<file path="config.mk">
export PLATFORM = sky130hd
export DESIGN_NAME = text_extent_measure_unit
export DESIGN_NICKNAME = d
export VERILOG_FILES = /design/src/rtl/core/tem_pkg.sv /design/src/rtl/core/tem_ram.sv /design/src/rtl/core/tem_engine.sv /design/src/rtl/core/text_extent_measure_unit.sv
export SDC_FILE = /design/constraint.sdc
export NUM_CORES = 2
export LEC_CHECK = 0
export ABC_AREA = 1
export BUFFER_PORTS_ARGS = -buffer_cell sky130_fd_sc_hd__buf_4
export CORE_AREA = 8 8 543 545
export CTS_BUF_LIST = sky130_fd_sc_hd__clkbuf_4 sky130_fd_sc_hd__clkbuf_8
export DETAILED_ROUTE_END_ITERATION = 8
export DIE_AREA = 0 0 551 553
export SETUP_SLACK_MARGIN = 0.5
export SKIP_CTS_REPAIR_TIMING = 1
export SYNTH_ARGS = -nofsm -noshare
export SYNTH_HDL_FRONTEND = slang
export SYNTH_SLANG_ARGS = --single-unit
</file>
<file path="constraint.sdc">
create_clock -name clock -period 5.5 [get_ports clock]
set_input_delay 0.825 -clock clock [delete_from_list [all_inputs] [get_ports clock]]
set_output_delay 0.825 -clock clock [all_outputs]
set_load 0.1 [all_outputs]
</file>
<file path="src/rtl/core/tem_pkg.sv">
// Package for the text extent measurement block: item kinds, character codes,
// register indexes and the structs passed between the modules.
// No dependencies.
`timescale 1ns / 1ps
`default_nettype none

package tem_pkg;

   // Item kinds carried in the request tuser field.
   typedef enum logic [1:0] {
      FUNC_LOAD = 2'd0,
      FUNC_CHAR = 2'd1,
      FUNC_END  = 2'd2
   } func_type;

   // Character codes with special meaning.
   localparam logic [7:0] CODE_NEWLINE = 8'd10;
   localparam logic [7:0] CODE_RETURN  = 8'd13;
   localparam logic [7:0] CODE_SPACE   = 8'd32;

   // Configuration register indexes.
   localparam int unsigned CSR_INDEX_W = 3;
   localparam int unsigned CSR_DATA_W  = 16;
   localparam logic [CSR_INDEX_W-1:0] CSR_FONT_VALID  = 3'd0;
   localparam logic [CSR_INDEX_W-1:0] CSR_MONOSPACE   = 3'd1;
   localparam logic [CSR_INDEX_W-1:0] CSR_CELL_WIDTH  = 3'd2;
   localparam logic [CSR_INDEX_W-1:0] CSR_CELL_HEIGHT = 3'd3;
   localparam logic [CSR_INDEX_W-1:0] CSR_SPACE_WIDTH = 3'd4;
   localparam logic [CSR_INDEX_W-1:0] CSR_WIDTH_LIMIT = 3'd5;

   // Register reset values.
   localparam logic [7:0] CELL_WIDTH_RESET  = 8'd1;
   localparam logic [7:0] CELL_HEIGHT_RESET = 8'd1;
   localparam logic [7:0] SPACE_WIDTH_RESET = 8'd4;

   localparam logic [15:0] MAX16 = 16'hFFFF;

   typedef struct packed {
      logic        font_valid;
      logic        monospace;
      logic [7:0]  cell_width;
      logic [7:0]  cell_height;
      logic [7:0]  space_width;
      logic [15:0] width_limit;
   } cfg_type;

   // One item as seen by the measurement engine, with its table entry.
   typedef struct packed {
      func_type    func;
      logic [7:0]  char_code;
      logic        in_range;
      logic [7:0]  table_adv;
   } item_type;

   typedef struct packed {
      logic [15:0] text_width;
      logic [15:0] text_height;
   } result_type;

   // Saturating 16-bit add.
   function automatic logic [15:0] sat_add16(input logic [15:0] a, input logic [15:0] b);
      logic [16:0] s;
      s = {1'b0, a} + {1'b0, b};
      return s[16] ? MAX16 : s[15:0];
   endfunction

endpackage : tem_pkg

`default_nettype wire

</file>
<file path="src/rtl/core/tem_ram.sv">
// Generic single-write, single-read RAM with a registered read port.
// No dependencies.
`timescale 1ns / 1ps
`default_nettype none

module tem_ram #(
   parameter int unsigned WIDTH = 8,
   parameter int unsigned DEPTH = 256
) (
   input  wire logic                     clock,
   input  wire logic                     wr_en,
   input  wire logic [$clog2(DEPTH)-1:0] wr_addr,
   input  wire logic [WIDTH-1:0]         wr_data,
   input  wire logic                     rd_en,
   input  wire logic [$clog2(DEPTH)-1:0] rd_addr,
   output logic      [WIDTH-1:0]         rd_data
);

   logic [WIDTH-1:0] mem_ff [DEPTH];

   always_ff @(posedge clock) begin
      if (wr_en) begin
         mem_ff[wr_addr] <= wr_data;
      end
      if (rd_en) begin
         rd_data <= mem_ff[rd_addr];
      end
   end

endmodule : tem_ram

`default_nettype wire

</file>
<file path="src/rtl/core/tem_engine.sv">
// Measurement engine: cursor, added height and widest line registers, updated
// once per item, and the extent produced by an end item. Uses tem_pkg.
`timescale 1ns / 1ps
`default_nettype none

module tem_engine (
   input  wire logic                clock,
   input  wire logic                reset,
   input  wire logic                step,
   input  wire tem_pkg::item_type   item,
   input  wire tem_pkg::cfg_type    cfg,
   output tem_pkg::result_type      result
);
   import tem_pkg::*;

   logic [15:0] cursor_ff, cursor_in;
   logic [15:0] extra_ff, extra_in;
   logic [15:0] max_ff, max_in;

   logic [7:0]  advance;
   logic [16:0] sum;
   logic [15:0] line_max;
   logic [15:0] extra_plus;
   logic        wrap;

   always_comb begin
      if (cfg.monospace) begin
         advance = cfg.cell_width;
      end else if (item.char_code == CODE_SPACE) begin
         advance = cfg.space_width;
      end else if (item.in_range) begin
         advance = item.table_adv;
      end else begin
         advance = 8'd0;
      end

      sum        = {1'b0, cursor_ff} + {9'd0, advance};
      line_max   = (cursor_ff > max_ff) ? cursor_ff : max_ff;
      extra_plus = sat_add16(extra_ff, {8'd0, cfg.cell_height});
      wrap       = (cfg.width_limit != 16'd0) && (cursor_ff != 16'd0)
                   && (sum > {1'b0, cfg.width_limit});

      cursor_in = cursor_ff;
      extra_in  = extra_ff;
      max_in    = max_ff;

      result.text_width  = cfg.font_valid ? line_max : 16'd0;
      result.text_height = cfg.font_valid
                           ? sat_add16({8'd0, cfg.cell_height}, extra_ff) : 16'd0;

      case (item.func)
         FUNC_CHAR: begin
            if (item.char_code == CODE_NEWLINE) begin
               max_in    = line_max;
               cursor_in = 16'd0;
               extra_in  = extra_plus;
            end else if (item.char_code == CODE_RETURN) begin
               max_in    = line_max;
               cursor_in = 16'd0;
            end else if (wrap) begin
               // The character moves to a fresh line and starts it.
               max_in    = line_max;
               extra_in  = extra_plus;
               cursor_in = {8'd0, advance};
            end else begin
               cursor_in = sum[16] ? MAX16 : sum[15:0];
            end
         end
         FUNC_END: begin
            cursor_in = 16'd0;
            extra_in  = 16'd0;
            max_in    = 16'd0;
         end
         default: begin
         end
      endcase
   end

   always_ff @(posedge clock) begin
      if (reset) begin
         cursor_ff <= 16'd0;
         extra_ff  <= 16'd0;
         max_ff    <= 16'd0;
      end else if (step) begin
         cursor_ff <= cursor_in;
         extra_ff  <= extra_in;
         max_ff    <= max_in;
      end
   end

endmodule : tem_engine

`default_nettype wire

</file>
<file path="src/rtl/core/text_extent_measure_unit.sv">
// Top level of the text extent measurement block: configuration registers,
// input stage with the glyph advance RAM, engine and result register.
// Depends on tem_pkg, tem_ram and tem_engine.
`timescale 1ns / 1ps
`default_nettype none

// Channel   Dir  Handshake           Payload
// req       in   req_tvalid/tready   tdata: char_code, glyph_width; tuser: func
// rsp       out  rsp_tvalid/tready   tdata: text_width, text_height
// csr       in   csr_we              csr_index, csr_wdata
//
// One item is accepted per cycle while the request side does not stall. An
// item waits in the input stage, where the glyph advance RAM read completes,
// and the engine and, for an end item, the result register update as it leaves.
// Reset clears the configuration to its defaults and the text state; the glyph
// table is not cleared. The request side stalls only while an end item in the
// input stage waits on a result that has not yet been taken.

module text_extent_measure_unit #(
   parameter int unsigned GLYPH_COUNT = 256
) (
   input  wire logic                               clock,
   input  wire logic                               reset,
   // Request channel.
   input  wire logic                               req_tvalid,
   output logic                                    req_tready,
   input  wire logic [15:0]                        req_tdata,  // [7:0] char_code, [15:8] glyph_width
   input  wire logic [1:0]                         req_tuser,  // [1:0] func
   // Response channel.
   output logic                                    rsp_tvalid,
   input  wire logic                               rsp_tready,
   output logic      [31:0]                        rsp_tdata,  // [15:0] text_width, [31:16] text_height
   // Configuration writes.
   input  wire logic                               csr_we,
   input  wire logic [tem_pkg::CSR_INDEX_W-1:0]    csr_index,
   input  wire logic [tem_pkg::CSR_DATA_W-1:0]     csr_wdata
);
   import tem_pkg::*;

   localparam int unsigned ADDR_W = $clog2(GLYPH_COUNT);

   // Configuration registers.
   cfg_type cfg_ff;

   always_ff @(posedge clock) begin
      if (reset) begin
         cfg_ff.font_valid  <= 1'b0;
         cfg_ff.monospace   <= 1'b0;
         cfg_ff.cell_width  <= CELL_WIDTH_RESET;
         cfg_ff.cell_height <= CELL_HEIGHT_RESET;
         cfg_ff.space_width <= SPACE_WIDTH_RESET;
         cfg_ff.width_limit <= 16'd0;
      end else if (csr_we) begin
         case (csr_index)
            CSR_FONT_VALID:  cfg_ff.font_valid  <= csr_wdata[0];
            CSR_MONOSPACE:   cfg_ff.monospace   <= csr_wdata[0];
            CSR_CELL_WIDTH:  cfg_ff.cell_width  <= csr_wdata[7:0];
            CSR_CELL_HEIGHT: cfg_ff.cell_height <= csr_wdata[7:0];
            CSR_SPACE_WIDTH: cfg_ff.space_width <= csr_wdata[7:0];
            CSR_WIDTH_LIMIT: cfg_ff.width_limit <= csr_wdata[15:0];
            default: begin
            end
         endcase
      end
   end

   // Request decode. Codes beyond the table are not stored and, unless monospace, advance by zero.
   logic     req_fire;
   func_type req_func;
   logic [7:0] req_code;
   logic       req_in_range;

   assign req_fire     = req_tvalid && req_tready;
   assign req_func     = func_type'(req_tuser);
   assign req_code     = req_tdata[7:0];
   assign req_in_range = ({1'b0, req_code} < 9'(GLYPH_COUNT));

   // The table is written and read at the transfer edge, so a load is seen by
   // a character taken in the very next cycle.
   logic [7:0] table_rd;

   tem_ram #(
      .WIDTH (8),
      .DEPTH (GLYPH_COUNT)
   ) u_table (
      .clock   (clock),
      .wr_en   (req_fire && (req_func == FUNC_LOAD) && req_in_range),
      .wr_addr (req_code[ADDR_W-1:0]),
      .wr_data (req_tdata[15:8]),
      .rd_en   (req_fire),
      .rd_addr (req_code[ADDR_W-1:0]),
      .rd_data (table_rd)
   );

   // Input stage.
   logic       s1_valid_ff;
   func_type   s1_func_ff;
   logic [7:0] s1_code_ff;
   logic       s1_in_range_ff;
   logic       s1_fire;

   // An end item may leave only when the result register is free or being
   // emptied in this cycle.
   assign s1_fire    = s1_valid_ff
                       && ((s1_func_ff != FUNC_END) || !rsp_tvalid || rsp_tready);
   assign req_tready = !s1_valid_ff || s1_fire;

   always_ff @(posedge clock) begin
      if (reset) begin
         s1_valid_ff <= 1'b0;
      end else if (req_tready) begin
         s1_valid_ff <= req_tvalid;
      end
   end

   always_ff @(posedge clock) begin
      if (req_fire) begin
         s1_func_ff     <= req_func;
         s1_code_ff     <= req_code;
         s1_in_range_ff <= req_in_range;
      end
   end

   item_type   s1_item;
   result_type eng_result;

   assign s1_item = '{func:      s1_func_ff,
                      char_code: s1_code_ff,
                      in_range:  s1_in_range_ff,
                      table_adv: table_rd};

   tem_engine u_engine (
      .clock  (clock),
      .reset  (reset),
      .step   (s1_fire),
      .item   (s1_item),
      .cfg    (cfg_ff),
      .result (eng_result)
   );

   // Result register.
   logic       rsp_valid_ff;
   result_type rsp_data_ff;
   logic       end_fire;

   assign end_fire = s1_fire && (s1_func_ff == FUNC_END);

   always_ff @(posedge clock) begin
      if (reset) begin
         rsp_valid_ff <= 1'b0;
      end else if (end_fire) begin
         rsp_valid_ff <= 1'b1;
      end else if (rsp_tready) begin
         rsp_valid_ff <= 1'b0;
      end
   end

   always_ff @(posedge clock) begin
      if (end_fire) begin
         rsp_data_ff <= eng_result;
      end
   end

   assign rsp_tvalid = rsp_valid_ff;
   assign rsp_tdata  = {rsp_data_ff.text_height, rsp_data_ff.text_width};

   // A new result only ever follows an end item leaving the input stage.
   a_rsp_from_end: assert property (@(posedge clock) disable iff (reset)
      $rose(rsp_tvalid) |-> $past(end_fire))
      else $error("result raised without an end item");

   // The request side stalls only behind an end item blocked by a waiting result.
   a_stall_cause: assert property (@(posedge clock) disable iff (reset)
      !req_tready |-> (s1_valid_ff && (s1_func_ff == FUNC_END) && rsp_tvalid))
      else $error("request stalled without a blocked end item");

   // A blocked item stays in the input stage unchanged.
   a_s1_hold: assert property (@(posedge clock) disable iff (reset)
      (s1_valid_ff && !s1_fire) |=> (s1_valid_ff && $stable(s1_code_ff)
                                     && $stable(s1_func_ff)))
      else $error("input stage lost a blocked item");

endmodule : text_extent_measure_unit

`default_nettype wire
</file>
==> run summary <==
The run finished with clean final reports. The sum of met3 wire segment lengths after detailed routing was 21.0 mm; the worst ir drop on vdd was 0.000233 V. The core region is 0.286 mm². The run gives 11 as the initial antenna violation count. The clock passes through at most 4 buffers.

In the finished design, the share of the clock period the worst path needs comes to 84.2%. Across all hold checks on the routed design, the worst slack comes to 0.115 ns. Entering global routing, the biggest net connects 159 pins. The height of the die was 553 µm.

The sequential cell fraction of total power was 54.0%. The logs give 0 for the final hold violation count and 112 mm for the wire length on met2. Of the total power, combinational logic draws 6.4%. The number of placed instances with taps included is 9749. The detailed-route wire length per cell was 23.2 µm; the proportion of power drawn by the clock network was 39.6%.

The highest metal layer with signal wires was met5. The share of flip-flops with an asynchronous set or reset after synthesis was 0%; the largest clock skew in the final design was 0.119 ns. The count of buffers from port buffering is 75. For this block, wires on met1 add up to 100 mm. The completed layout was analyzed and its total power is 34.0 mW. Wires add up to 241 mm. The post-route netlist has 12.7% of its cells at a drive strength greater than 1. After the flow finishes, the layout carries non-filler instances totaling 10.4k. The synthesized netlist contains 47 unique library cells. Routability-driven placement finished with a final weighted congestion of 0.869. The via count normalized by instance count is 5.13.

The share of the Yosys chip area taken by registers is 76.0%. Among all stages on the critical path, the largest delay is contributed by fa_1. The logs give 0 for the post-route antenna net violation count and 27.6k for the total of fill cells in the finished design. The cell area after placement is 0.0912 mm², and the transition time of the tightest slew-check pin is 1.33 ns.

The tools report the worst slew slack as a fraction of its limit as 11.2%. Sort of element at the start of the critical path: a flop. In this run the worst path has a maximum fanout of 21. The number of warnings printed during yosys synthesis is 0. The run gives 6153 as the net count after synthesis. The cell-internal power was 26.0 mW.

TritonCTS built the clock tree. Type of element capturing the critical path: a flop. The final route contains 53.2k vias. Relative to the synthesized area, the layout overhead comes to 14.7%. The run gives 7.97 mW as the net switching power of the design.

Static timing analysis puts the maximum clock frequency at 216 MHz. Across the run, the number of max-cap violations was 0. The first global-routing pass estimated 351 mm of wire.

The final max-slew violation count was 0. The logs give 0.0853 mm² for the post-synthesis cell area and 5 for the level count of the clock H-tree. The clock input transition at the sequential cells of the worst setup and hold paths is 0.06 ns.

Setup violations remaining at the end of the flow were counted as 0. In this design, the stage delay of the slowest critical-path cell is 0.42 ns. Setup repair after global routing left no endpoint under its margin.

Total DRC errors in the routed layout: 0. The final-stage net count was 6429; the half-perimeter wire length after placement was 141 mm. The total leakage power was 33.0 nW; the clock latency on the worst-skew pair was 1.07 ns. For this configuration, the core starts out at a cell density of 29.8%. The logs give 15.1% for the aggregate global-route resource usage and 360 for the number of clock buffers inserted by TritonCTS.

The number of global-route vias before repair is 52.6k. The synthesis-stage register bit count is 2190. The run gives 6.34 ns as the endpoint required time on the critical path.

The setup check on the worst reg-to-reg path leaves a slack of 0.87 ns. Post-synthesis average cell area: 14.1 µm². Number of enable flip-flop cells after synthesis: 2098. CTS saw 2190 sinks. The data arrival time of the critical path was 5.47 ns; the overflow left after global routing was 0. The cell count after synthesis came out at 6059. 76 I/O pins were placed.

The root buffer cell chosen for the clock tree is clkbuf_8. The floorplan step set the die width to 551 µm. Of the total power, the share spent switching nets is 23.4%.

The first-pass iteration count of the detailed router was 9; the initial detailed-routing violation count was 5971. Among all flip-flop cells after synthesis, the most frequent one is edfxtp_1. The run gives 0.0979 mm² as the post-layout instance area. By startpoint and endpoint, the worst setup path is classified as flop to flop. The min-delay analysis places its worst path in the category input port to flop.

The shortest period the worst path allows came out at 4.63 ns. The run gives 197 as the total number of placement rows. The logs give 0.305 mm² for the die footprint and 0 ns for the sum of negative setup slack. The power per standard cell area is 347 mW/mm².
flip-flops by register name, summed over array words and instances (netlist names):
name	flops
rsp_tdata	32
rsp_tvalid	1
s1_func_ff	2
u_engine.cursor_ff	16
u_engine.extra_ff	16
s1_valid_ff	1
u_table.mem_ff	2048
u_engine.max_ff	16
u_table.rd_data	8
s1_code_ff	8
cfg_ff	42
stage by stage:
| stage | setup slack [ns] | util, % |
|---|---|---|
| 2_1_floorplan | 1.23 | - |
| 3_3_place_gp | 0.528 | 31.8 |
| 3_5_place_dp | 0.533 | 31.8 |
| 4_1_cts | 0.498 | 34.1 |
| 5_1_grt | 0.515 | 34.2 |
| 6_report | 0.871 | 34.2 |
layout by cell type (no fill, tap or decap), drive strengths merged, types with 6 or more instances in the layout:
master,netlist,layout
or2,32,32
o211ai,15,15
a22oi,1030,1030
xor2,8,8
nor4,8,8
nand4,29,29
nand2,946,946
dfxtp,92,92
edfxtp,2098,2098
buf,115,267
inv,171,174
clkbuf,243,466
a21o,58,58
clkinv,4,132
nand3,115,115
o21ai,127,127
bufinv,0,7
and2,9,9
ha,50,50
nor2,546,546
diode,0,8
clkinvlp,0,10
nor3,28,28
a21oi,285,285
xnor2,6,6
o31ai,13,13
nand3b,13,13
routing by layer:
layer,GRT usage (%),up-vias
met2,23.8,2522
met3,3.18,444
met5,0,-
met4,5.03,2
li1,-,23548
met1,20.7,26722
critical path: cells and delay by family, from the launching register on:
kind,cells,cell delay [ns]
simple gates,20,2.53
fa+ha+maj,3,0.86
buf+inv,6,0.46
flops,1,0.36
compound gates,2,0.21
final timing paths:
kind	start	to	depth (start not counted)
setup reg to reg	s1_code_ff[7]	u_engine.extra_ff[5]	31
hold reg to reg	cfg_ff[18]	cfg_ff[18]	2
hold / removal	csr_wdata[10]	cfg_ff[10]	3
setup / recovery	s1_code_ff[7]	u_engine.extra_ff[5]	31
area by class of cell:
type	count	area [µm²]	area share [%]
Timing Repair Buffer	272	2540	2.60
Multi-Input combinational cell	3336	18500	18.9
Inverter	175	664	0.679
Sequential cell	2190	64800	66.2
Tap cell	3781	4730	4.83
Clock buffer	463	5770	5.90
Antenna cell	8	20.0	0.0205
Clock inverter	148	830	0.847
power by group through the flow:
stage / sequential (mW) / combinational (mW) / clock, mW
5_1_grt: 18.3 / 2.36 / 14.3
3_3_place_gp: 18.7 / 2.12 / 0
2_1_floorplan: 18.7 / 1.12 / 0
6_report: 18.4 / 2.19 / 13.5
4_1_cts: 18.3 / 2.15 / 13.7
3_5_place_dp: 18.7 / 2.15 / 0
synth_stat cells (9+ instances only):
master | count | area, µm²
o21ai_0 | 119 | 596
buf_1 | 38 | 143
buf_2 | 72 | 360
a21oi_1 | 285 | 1430
and2_1 | 9 | 56.3
nand3b_1 | 13 | 97.6
nand3_1 | 115 | 576
o31ai_1 | 13 | 97.6
or2_2 | 11 | 68.8
a21o_1 | 58 | 435
nand4_1 | 29 | 181
nand2_1 | 942 | 3540
nor3_1 | 25 | 125
inv_1 | 164 | 616
a22oi_1 | 1030 | 7730
ha_1 | 50 | 626
nor2_1 | 544 | 2040
o211ai_1 | 15 | 113
clkbuf_1 | 243 | 912
dfxtp_1 | 92 | 1840
edfxtp_1 | 2098 | 63000
or2_1 | 15 | 93.8
cells by family (layout without fill, tap and decap cells):
kind of cell,Yosys count,after routing,synth area share [%]
flip-flops,2190,2190,76.0
AND/OR/NAND/NOR,1726,1726,8.20
AO/OA/AOI/OAI,1544,1544,12.4
buffers and inverters,533,1058,2.48
adder cells (fa/ha/maj),52,52,0.780
XOR/XNOR,14,14,0.144
other,0,8,0
(Power assumes the default switching activity.)
